===== config.mk =====
export PLATFORM = sky130hd
export DESIGN_NAME = oversampled_uart_receiver
export DESIGN_NICKNAME = d
export VERILOG_FILES = /design/src/rtl/ouart_pkg.sv /design/src/rtl/oversampled_uart_receiver.sv /design/src/rtl/ouart_mod_unit.sv
export SDC_FILE = /design/constraint.sdc
export NUM_CORES = 1
export LEC_CHECK = 0
export ABC_CLOCK_PERIOD_IN_PS = 3600
export BUFFER_PORTS_ARGS = -buffer_cell sky130_fd_sc_hd__clkbuf_2
export CAP_MARGIN = 20
export CORE_ASPECT_RATIO = 1.1
export CORE_MARGIN = 2
export CORE_UTILIZATION = 45
export DETAILED_ROUTE_END_ITERATION = 7
export PLACE_DENSITY = 0.59
export SLEW_MARGIN = 25
export SYNTH_ARGS = -nofsm -noshare
export SYNTH_HDL_FRONTEND = slang
export SYNTH_SLANG_ARGS = --single-unit

===== constraint.sdc =====
create_clock -name clk -period 3.6 [get_ports clk]
set_clock_uncertainty 0.05 [all_clocks]
set_input_delay 0.36 -clock clk [delete_from_list [all_inputs] [get_ports clk]]
set_output_delay 0.36 -clock clk [all_outputs]
set_load 0.01 [all_outputs]

===== src/rtl/ouart_pkg.sv =====
// Package: shared types and constants for the oversampled UART receiver.
`timescale 1ns / 1ps
package ouart_pkg;

  localparam int DataBits   = 8;
  localparam int SpbWidth   = 5;
  localparam int StartWidth = 4;
  localparam int CountWidth = 8;
  localparam int StepWidth  = $clog2(CountWidth);

  localparam logic [SpbWidth-1:0]   SpbReset   = SpbWidth'(4);
  localparam logic [StartWidth-1:0] StartReset = StartWidth'(2);

  // register indexes on the config channel
  localparam logic CfgSpb   = 1'b0;
  localparam logic CfgStart = 1'b1;

  // request kinds (s_tuser)
  localparam logic OpTick = 1'b0;
  localparam logic OpRead = 1'b1;

  typedef enum logic [1:0] {
    PH_WAIT = 2'd0,
    PH_DATA = 2'd1,
    PH_STOP = 2'd2
  } phase_t;

  typedef struct packed {
    logic                  start;
    logic [CountWidth-1:0] dividend;
    logic [SpbWidth-1:0]   divisor;
  } mod_req_t;

  typedef struct packed {
    logic                busy;
    logic                done;
    logic [SpbWidth-1:0] rem;
  } mod_rsp_t;

  typedef struct packed {
    logic                receiving;
    logic                byte_available;
    logic [DataBits-1:0] received_byte;
  } result_t;

endpackage


===== src/rtl/oversampled_uart_receiver.sv =====
// Top level: oversampled 8N1 UART receiver driven by a stream of sample and read requests.
`timescale 1ns / 1ps
// Usage
//   Slave stream s_*: one request per beat. s_tuser selects the kind: a sample
//   tick (s_tdata[0] is the sampled rx level, 1 = idle high) or a read, which
//   clears the new-data flag. Every request gives exactly one result.
//   Master stream m_*: result per request: held byte, new-data flag after the
//   request, and a receiving bit (data or stop phase).
//   Config channel cfg_*: index 0 = samples per bit (5 bits), index 1 =
//   consecutive low samples for a start bit (4 bits). Zero acts as one.
//   Write only while no request is in flight.
// Timing
//   Each result is registered on m_* once its request is taken; one request
//   per cycle while s_tready is high. The sample counter's remainder modulo
//   samples per bit is kept in a register; a write to samples per bit
//   rebuilds it in the bit-serial remainder unit, with s_tready low until done.
// Reset / stall
//   rst (synchronous) returns to waiting for a start bit with counter, shift
//   register, held byte and flag cleared, and both config registers at their
//   defaults (4 samples per bit, start count 2). When m_tready is low an
//   output register plus one skid stage hold results; s_tready drops only
//   once both are full (it is also low while the remainder is rebuilt).
module oversampled_uart_receiver
  import ouart_pkg::*;
(
  input  logic        clk,
  input  logic        rst,
  // request stream
  input  logic        s_tvalid,
  output logic        s_tready,
  input  logic [7:0]  s_tdata,   // [0] rx_line, [7:1] zero
  input  logic        s_tuser,   // [0] operation
  // result stream
  output logic        m_tvalid,
  input  logic        m_tready,
  output logic [15:0] m_tdata,   // [7:0] received_byte, [8] byte_available,
                                 // [9] receiving, [15:10] zero
  // config writes
  input  logic        cfg_valid,
  output logic        cfg_ready,
  input  logic        cfg_index,
  input  logic [7:0]  cfg_data
);

  // config
  logic [SpbWidth-1:0]   spb_reg;
  logic [StartWidth-1:0] start_reg;
  logic [SpbWidth-1:0]   spb;
  logic [StartWidth-1:0] start_cnt;
  logic                  cfg_write;
  logic                  spb_write;

  // receiver state
  phase_t                phase, phase_next;
  logic [CountWidth-1:0] tick_count, tick_count_next;
  logic [SpbWidth-1:0]   rem, rem_next;
  logic [DataBits-1:0]   shift_byte, shift_byte_next;
  logic [DataBits-1:0]   held_byte, held_byte_next;
  logic                  new_flag, new_flag_next;

  // tick arithmetic
  logic [CountWidth-1:0] tc_inc;
  logic [SpbWidth:0]     rem_inc;
  logic [SpbWidth-1:0]   rem_tick;
  logic [CountWidth-1:0] tc_wait;

  // handshakes
  logic    accept;
  logic    pop;
  logic    out_valid, skid_valid;
  result_t out_data, skid_data, result;

  mod_req_t mod_req;
  mod_rsp_t mod_rsp;

  // ---------------------------------------------------------------- config
  assign cfg_ready = 1'b1;
  assign cfg_write = cfg_valid && cfg_ready;
  assign spb_write = cfg_write && (cfg_index == CfgSpb);

  always_ff @(posedge clk) begin
    if (rst) begin
      spb_reg   <= SpbReset;
      start_reg <= StartReset;
    end else if (cfg_write) begin
      case (cfg_index)
        CfgSpb:   spb_reg   <= cfg_data[SpbWidth-1:0];
        CfgStart: start_reg <= cfg_data[StartWidth-1:0];
        default:  ;
      endcase
    end
  end

  assign spb       = (spb_reg == '0) ? SpbWidth'(1) : spb_reg;
  assign start_cnt = (start_reg == '0) ? StartWidth'(1) : start_reg;

  // new divisor: rebuild tick_count mod spb serially
  always_comb begin
    mod_req.start    = spb_write;
    mod_req.dividend = tick_count;
    mod_req.divisor  = (cfg_data[SpbWidth-1:0] == '0) ? SpbWidth'(1)
                                                      : cfg_data[SpbWidth-1:0];
  end

  ouart_mod_unit u_mod (
    .clk (clk),
    .rst (rst),
    .req (mod_req),
    .rsp (mod_rsp)
  );

  // ------------------------------------------------------------ handshakes
  assign s_tready = !mod_rsp.busy && !skid_valid && !spb_write;
  assign accept   = s_tvalid && s_tready;
  assign pop      = m_tvalid && m_tready;

  // ------------------------------------------------------------- tick path
  // rem tracks tick_count mod spb; wrap of the 8-bit counter restarts it.
  assign tc_inc   = tick_count + 1'b1;
  assign rem_inc  = {1'b0, rem} + 1'b1;
  assign rem_tick = (tc_inc == '0 || rem_inc == {1'b0, spb}) ? '0
                                                              : rem_inc[SpbWidth-1:0];
  assign tc_wait  = s_tdata[0] ? '0 : tc_inc;

  always_comb begin
    phase_next      = phase;
    tick_count_next = tick_count;
    rem_next        = rem;
    shift_byte_next = shift_byte;
    held_byte_next  = held_byte;
    new_flag_next   = new_flag;
    if (s_tuser == OpRead) begin
      new_flag_next = 1'b0;
    end else begin
      tick_count_next = tc_inc;
      rem_next        = rem_tick;
      case (phase)
        PH_DATA: begin
          if (rem_tick == '0) begin
            shift_byte_next = {s_tdata[0], shift_byte[DataBits-1:1]};
            if (tc_inc == {spb, 3'b000}) begin
              held_byte_next  = {s_tdata[0], shift_byte[DataBits-1:1]};
              new_flag_next   = 1'b1;
              phase_next      = PH_STOP;
              tick_count_next = '0;
              rem_next        = '0;
            end
          end
        end
        PH_STOP: begin
          if (tc_inc == CountWidth'(spb)) begin
            phase_next = PH_WAIT;
          end
        end
        default: begin
          // waiting for start; also covers the unused phase code
          tick_count_next = tc_wait;
          if (s_tdata[0]) begin
            rem_next = '0;
          end
          if (tc_wait == CountWidth'(start_cnt)) begin
            phase_next      = PH_DATA;
            tick_count_next = '0;
            rem_next        = '0;
            shift_byte_next = '0;
          end
        end
      endcase
    end
  end

  always_ff @(posedge clk) begin
    if (rst) begin
      phase      <= PH_WAIT;
      tick_count <= '0;
      rem        <= '0;
      shift_byte <= '0;
      held_byte  <= '0;
      new_flag   <= 1'b0;
    end else if (accept) begin
      phase      <= phase_next;
      tick_count <= tick_count_next;
      rem        <= rem_next;
      shift_byte <= shift_byte_next;
      held_byte  <= held_byte_next;
      new_flag   <= new_flag_next;
    end else if (mod_rsp.done) begin
      rem <= mod_rsp.rem;
    end
  end

  always_comb begin
    result.received_byte  = held_byte_next;
    result.byte_available = new_flag_next;
    result.receiving      = (phase_next == PH_DATA) || (phase_next == PH_STOP);
  end

  // ------------------------------------------------- output reg + skid
  always_ff @(posedge clk) begin
    if (rst) begin
      out_valid  <= 1'b0;
      skid_valid <= 1'b0;
    end else begin
      if (!out_valid || pop) begin
        if (skid_valid) begin
          out_valid  <= 1'b1;
          skid_valid <= 1'b0;
        end else begin
          out_valid <= accept;
        end
      end else if (accept) begin
        skid_valid <= 1'b1;
      end
    end
  end

  always_ff @(posedge clk) begin
    if (!out_valid || pop) begin
      if (skid_valid) begin
        out_data <= skid_data;
      end else if (accept) begin
        out_data <= result;
      end
    end else if (accept) begin
      skid_data <= result;
    end
  end

  assign m_tvalid = out_valid;
  assign m_tdata  = {6'b000000, out_data};

endmodule


===== src/rtl/ouart_mod_unit.sv =====
// Bit-serial remainder unit: count modulo divisor, one dividend bit per cycle.
`timescale 1ns / 1ps
module ouart_mod_unit
  import ouart_pkg::*;
(
  input  logic     clk,
  input  logic     rst,
  input  mod_req_t req,
  output mod_rsp_t rsp
);

  logic                  busy;
  logic [StepWidth-1:0]  step;
  logic [CountWidth-1:0] bits;
  logic [SpbWidth-1:0]   divisor;
  logic [SpbWidth-1:0]   acc;
  logic [SpbWidth:0]     acc_shift;
  logic [SpbWidth-1:0]   acc_next;

  always_comb begin
    acc_shift = {acc, bits[CountWidth-1]};
    if (acc_shift >= {1'b0, divisor}) begin
      acc_next = SpbWidth'(acc_shift - {1'b0, divisor});
    end else begin
      acc_next = acc_shift[SpbWidth-1:0];
    end
  end

  always_ff @(posedge clk) begin
    if (rst) begin
      busy <= 1'b0;
      step <= '0;
    end else if (req.start) begin
      busy <= 1'b1;
      step <= '0;
    end else if (busy) begin
      step <= step + 1'b1;
      if (step == StepWidth'(CountWidth - 1)) begin
        busy <= 1'b0;
      end
    end
  end

  always_ff @(posedge clk) begin
    if (req.start) begin
      acc     <= '0;
      bits    <= req.dividend;
      divisor <= req.divisor;
    end else if (busy) begin
      acc  <= acc_next;
      bits <= {bits[CountWidth-2:0], 1'b0};
    end
  end

  assign rsp.busy = busy;
  assign rsp.done = busy && (step == StepWidth'(CountWidth - 1)) && !req.start;
  assign rsp.rem  = acc_next;

endmodule

**Word level (Yosys, flattened, before mapping)**

Index checks and enable logic that the tools add are counted.

- Register bits after elaboration: 85
- Input bits: 23
- Output and inout bits: 19
- Word-level logic and storage cells: 115

- Add/subtract/negate cells: 4
- Order comparisons: 1
- Eq/ne operators: 11
- Multiplexer cells: 42
- Bitwise logic cells: 4
- Reductions and logical operators: 32

Operators with widths:

| kind | number |
|---|---|
| $mux W8 | 12 |
| $mux W5 | 10 |
| $pmux W8 S2 | 2 |
| $mux W10 | 2 |
| $logic_not A5 Y1 | 3 |
| $reduce_and A2 Y1 | 6 |
| $mux W2 | 5 |
| $pmux W5 S2 | 1 |
| $add A8 B1 Y8 const B | 1 |
| $eq A8 B4 Y1 | 1 |
| $eq A8 B5 Y1 | 1 |
| $eq A8 B8 Y1 | 1 |
| $logic_not A8 Y1 | 1 |
| $mux W1 | 8 |
| $reduce_bool A2 Y1 | 4 |
| $logic_and A1 B1 Y1 | 7 |
| $add A5 B1 Y6 const B | 1 |
| $eq A6 B5 Y1 | 1 |
| $ge A6 B5 Y1 | 1 |
| $reduce_and A5 Y1 | 1 |
| $sub A5 B5 Y5 | 1 |
| $eq A2 B1 Y1 const B | 2 |
| $eq A2 B2 Y1 const B | 2 |
| $logic_not A1 Y1 | 4 |
| 9 further kinds | 16 |

**Logic depth before layout (Yosys ltp)**

- Word-level depth: 13
- Mapped depth: 12

**By module**

A second synthesis with hierarchy kept.

- Cells, all modules: 505
- Area, all modules: 4788.3 um^2

Modules (own cells, without submodules):

| module | times used | cells an instance | area each (um^2) | sequential area each (um^2) |
|---|---|---|---|---|
| oversampled_uart_receiver | 1 | 411 | 3657.3 | 1441.4 |
| ouart_mod_unit | 1 | 94 | 1131.1 | 570.5 |

**Least setup slack after synthesis**

Ideal clock, no wire load.

- Path kind: reg2reg
- Start point: reg tick_count[1]
- End point: reg out_data, in the netlist m_tdata[0], data pin
- Library setup time: 0.260 ns
- Data arrival time: 2.625 ns
- Path slack: 0.664 ns
- Cell stages (with the launch flop): 13
- Buffers on the path: 3
- Path through: dfxtp_1 ha_1 buf_2 nand2_1 a21o_1 a2111o_1 o211ai_2 nand3_2 or2_1 buf_6 buf_6 mux2_4 mux2_4

- Longest elaborated chain between the ends: 10

Ends and longest elaborated chain:

| element | RTL line | source |
|---|---|---|
| start, declared | oversampled_uart_receiver.sv:55 | `logic [CountWidth-1:0] tick_count, tick_count_next;` |
| start signal, assigned | oversampled_uart_receiver.sv:182 | `tick_count <= tick_count_next;` |
| $add A8 B1 Y8 * | oversampled_uart_receiver.sv:119 | `assign tc_inc = tick_count + 1'b1;` |
| $logic_not A8 Y1 | oversampled_uart_receiver.sv:121 | `assign rem_tick = (tc_inc == '0 \|\| rem_inc == {1'b0, spb}) ? '0` |
| $logic_or A1 B1 Y1 | oversampled_uart_receiver.sv:121 |  |
| $mux W5 | oversampled_uart_receiver.sv:121 |  |
| $logic_not A5 Y1 | oversampled_uart_receiver.sv:139 | `if (rem_tick == '0) begin` |
| $mux W8 * | oversampled_uart_receiver.sv:139 |  |
| $mux W8 * | oversampled_uart_receiver.sv:137 | `case (phase)` |
| $mux W8 * | oversampled_uart_receiver.sv:132 | `if (s_tuser == OpRead) begin` |
| named net held_byte_next[0] | oversampled_uart_receiver.sv:58 | `logic [DataBits-1:0] held_byte, held_byte_next;` |
| $mux W10 * | oversampled_uart_receiver.sv:221 | `end else if (accept) begin` |
| $mux W10 * | oversampled_uart_receiver.sv:219 | `if (skid_valid) begin` |
| end signal, assigned | oversampled_uart_receiver.sv:220 | `out_data <= skid_data;` |
| end signal, assigned | oversampled_uart_receiver.sv:222 | `out_data <= result;` |
| end, declared | oversampled_uart_receiver.sv:71 | `result_t out_data, skid_data, result;` |

The timed path passes the listed nets; every way through them passes the cells marked *. The select of a mux whose other input is x is not followed.
A chain may end at the register's enable or synchronous reset.

**Worst setup path in the final report**

Same ends and word-level chain as after synthesis.

==> impl_metrics.toml <==
[setup_path]
critPathMaxFanout = 16
cpMostUsedCell = "mux2_4"
worst_setup_path_end_kind = "register"
timing.critical_path.slowest_cell_delay_ns = 0.49
regToRegSetupSlack_ns = 0.25
crit-reg2reg-capture = "m_tdata[0]$_DFFE_PP_"
critical_path.slowest_cell = "dfxtp_1"
cell_chain_of_the_critical_path = "ha_1 > nand2_1 > a21o_1 > a2111o_1 > o211ai_2 > nand3_2 > or2_1 > mux2_4 > mux2_4"
crit_required_ns = 3.65
cp.arrival_ns = 3.40
setup.worst_path.class = "reg -> reg"
worst_r2r_path_depth = 9
worst_setup_path_start_kind = "register"
r2r-start = "tick_count[1]$_SDFFE_PP0P_"

[global_route]
largest_net_degree_at_the_start_of_global_routing = 52
track_usage = 0.191
initial_antenna_violation_count = 0
grt_overflow_total = 0
grt_first_pass_wirelength_um = 17500
first_global_vias = 3673

[drt]
vias = 3759
detail_route.wirelength_um = 10300
detail_route.drc_violations = 0
drt_first_pass_iters = 4
wl_per_cell_um = 15.0
ant_nets = 0
avgViaCountPerCell = 5.46
initialDrtViolationCount = 231

[timing]
setup_viol = 0
hold_ws_ns = 0.189
fin_ws_ns = 0.247
max_clock_freq_mhz = 298
final_count_of_pins_violating_max_slew = 0
final.period_utilization = 0.931
final_count_of_hold_timing_violations = 0
rsz_0062_raised_after_global_routing = "false"
final_layout_setup_total_negative_slack_ns = 0
tightestPinTransition_ns = 0.976
final.min_clock_period_ns = 3.35
slew-limit-headroom = 0.349

[logic_synthesis]
post_synth_inst_count = 529
synth.cell_area_um2 = 4770
synth_largest_type_area_fraction = 0.214
post_synth_most_frequent_cells = "nand2_1 (66), dfxtp_1 (51), a21oi_1 (40)"
count_of_yosys_warnings_during_synthesis = 0
postSynth.topFlopCell = "dfxtp_1"
yosys.cell_types.count = 68
postSynthAreaPerCell_um2 = 9.02
postSynth.asyncResetShare = 0
synth.top_cells.by_area = "dfxtp_1 (21%), edfxtp_1 (21%), nand2_1 (5.2%)"
yosysMostFrequentCell = "nand2_1"
yosysSeqAreaShare = 0.421
edff_count_synth = 33
synth.ff_latch_count = 84
synth_top_cell_by_area = "dfxtp_1"

[status]
outcome = "finished, final reports clean"

[clock_tree]
post_cts_gate_resize_count = 0
clkSlewWorstSetupHoldPaths_ns = 0.07
cts-hold-fix-buffers = 0
clk_latency_ns = 0.34
cts_buffer_depth = 2
cts_buffers = 9
htree_levels = 3
cts_setup_buffers = 0
cts-root-buf = "clkbuf_16"
cts_tree = "yes"
numClockSinks = 84

[min_path]
worstHoldPathCells = 1
hold_path_end = "u_mod.divisor[4]$_SDFFCE_PN0P_"
min-delay-path-class = "in -> reg"
hold_start = "cfg_data[4]"

[die]
io_pins = 42
die_h_um = 112
initial_core_util = 0.461
core_region_area_um2 = 10300
die_width_um = 102
fp-row-count = 39
die_area_um2 = 11400

[finish]
final_net_count = 575
n_antenna_cell = 0
area_growth_syn_to_layout_pct = 10.7
non_filler_cells_in_the_finished_layout = 688
final_core_utilization = 0.511
final_layout_size_suffix_gt1_frac = 0.160

[place]
pre_cts_ws_ns = 0.278
dpl.cell_count = 672
port_buffers = 24
gp_congestion = 0.838
dp_hpwl_um = 7450

[flow_run]
drv_cap = 0

[power]
peakVddDrop_uv = 221
p_leak_nw = 2.08
pwr_density_cell_nw_per_um2 = 437
[area by class of cell]
class                   instances  area (um2)
clock buffers                   9         225
flip-flops and latches         84        2010
fillers                       997        5060
inverters                      19        71.3
multi-input cells             382        2460
repair buffers                 44         270
clock inverters                 7        65.1
well taps                     143         179
[critical path: cells and delay by family, from the launching register on]
| family | cells | cell delay [ns] |
|---|---|---|
| muxes | 2 | 0.65 |
| adders and majority gates | 1 | 0.46 |
| AOI/OAI and AO/OA | 3 | 0.72 |
| and+or+nand+nor | 3 | 0.73 |
| DFF | 1 | 0.49 |
[power by group]
group	internal [mW]	leakage, nW	switching [mW]
sequential	1.03	0.745	0.0321
combinational	0.141	1.20	0.197
clock	0.487	0.141	0.417
[worst max-delay path by stage]
stage / startpoint / to / slack (ns) / cells after the start
6_report: tick_count[1]$_SDFFE_PP0P_ / m_tdata[0]$_DFFE_PP_ / 0.25 / 9
5_1_grt: tick_count[1]$_SDFFE_PP0P_ / m_tdata[5]$_DFFE_PP_ / 0.08 / 9
4_1_cts: tick_count[1]$_SDFFE_PP0P_ / m_tdata[0]$_DFFE_PP_ / 0.27 / 9
3_5_place_dp: tick_count[1]$_SDFFE_PP0P_ / m_tdata[0]$_DFFE_PP_ / 0.28 / 9
3_3_place_gp: tick_count[1]$_SDFFE_PP0P_ / m_tdata[1]$_DFFE_PP_ / 0.36 / 9
2_1_floorplan: tick_count[1]$_SDFFE_PP0P_ / m_tdata[0]$_DFFE_PP_ / 0.66 / 12
[placed cells by master, fill, tap and decap left out, types with 5 or more instances in the layout]
master / synthesis / final
a211oi_1: 5 / 5
a21oi_1: 40 / 40
a31oi_1: 5 / 5
and2_1: 6 / 6
buf_4: 8 / 20
clkbuf_16: 0 / 9
clkbuf_2: 1 / 23
conb_1: 2 / 7
dfxtp_1: 51 / 51
edfxtp_1: 33 / 33
ha_1: 11 / 11
inv_1: 18 / 18
mux2_2: 16 / 16
mux2i_1: 5 / 5
nand2_1: 66 / 66
nand2b_1: 6 / 6
nand3_1: 17 / 17
nand4_1: 17 / 17
nor2_1: 31 / 31
nor2b_1: 9 / 9
nor3_1: 18 / 18
o21ai_0: 23 / 23
xnor2_1: 11 / 11
xor2_1: 8 / 8
[metrics by stage]
step | power (mW) | instance area [um2]
2_1_floorplan | 1.33 | 4790
3_3_place_gp | 1.41 | 4990
3_5_place_dp | 1.42 | 4990
4_1_cts | 2.32 | 5280
5_1_grt | 2.41 | 5280
6_report | 2.31 | 5280
[cell families after synthesis]
kind of cell    after synthesis  synth area share
buf+inv                      68            0.0668
other cells                   2           0.00157
xor+xnor                     21            0.0443
simple gates                200             0.213
compound gates              117             0.159
mux                          25            0.0608
flops                        84             0.421
fa+ha+maj                    12            0.0330
[layer usage]
layer | GRT usage | wire length, um | part of all wire | up-vias
met4 | 0.0631 | 125 | 0.012 | 0
met1 | 0.263 | 5050 | 0.49 | 1766
met3 | 0.0374 | 352 | 0.034 | 8
met2 | 0.303 | 4790 | 0.46 | 67
met5 | 0 | 0 | 0 | -
li1 | - | - | - | 1918
Note: power is estimated with default switching activity, not from simulation.
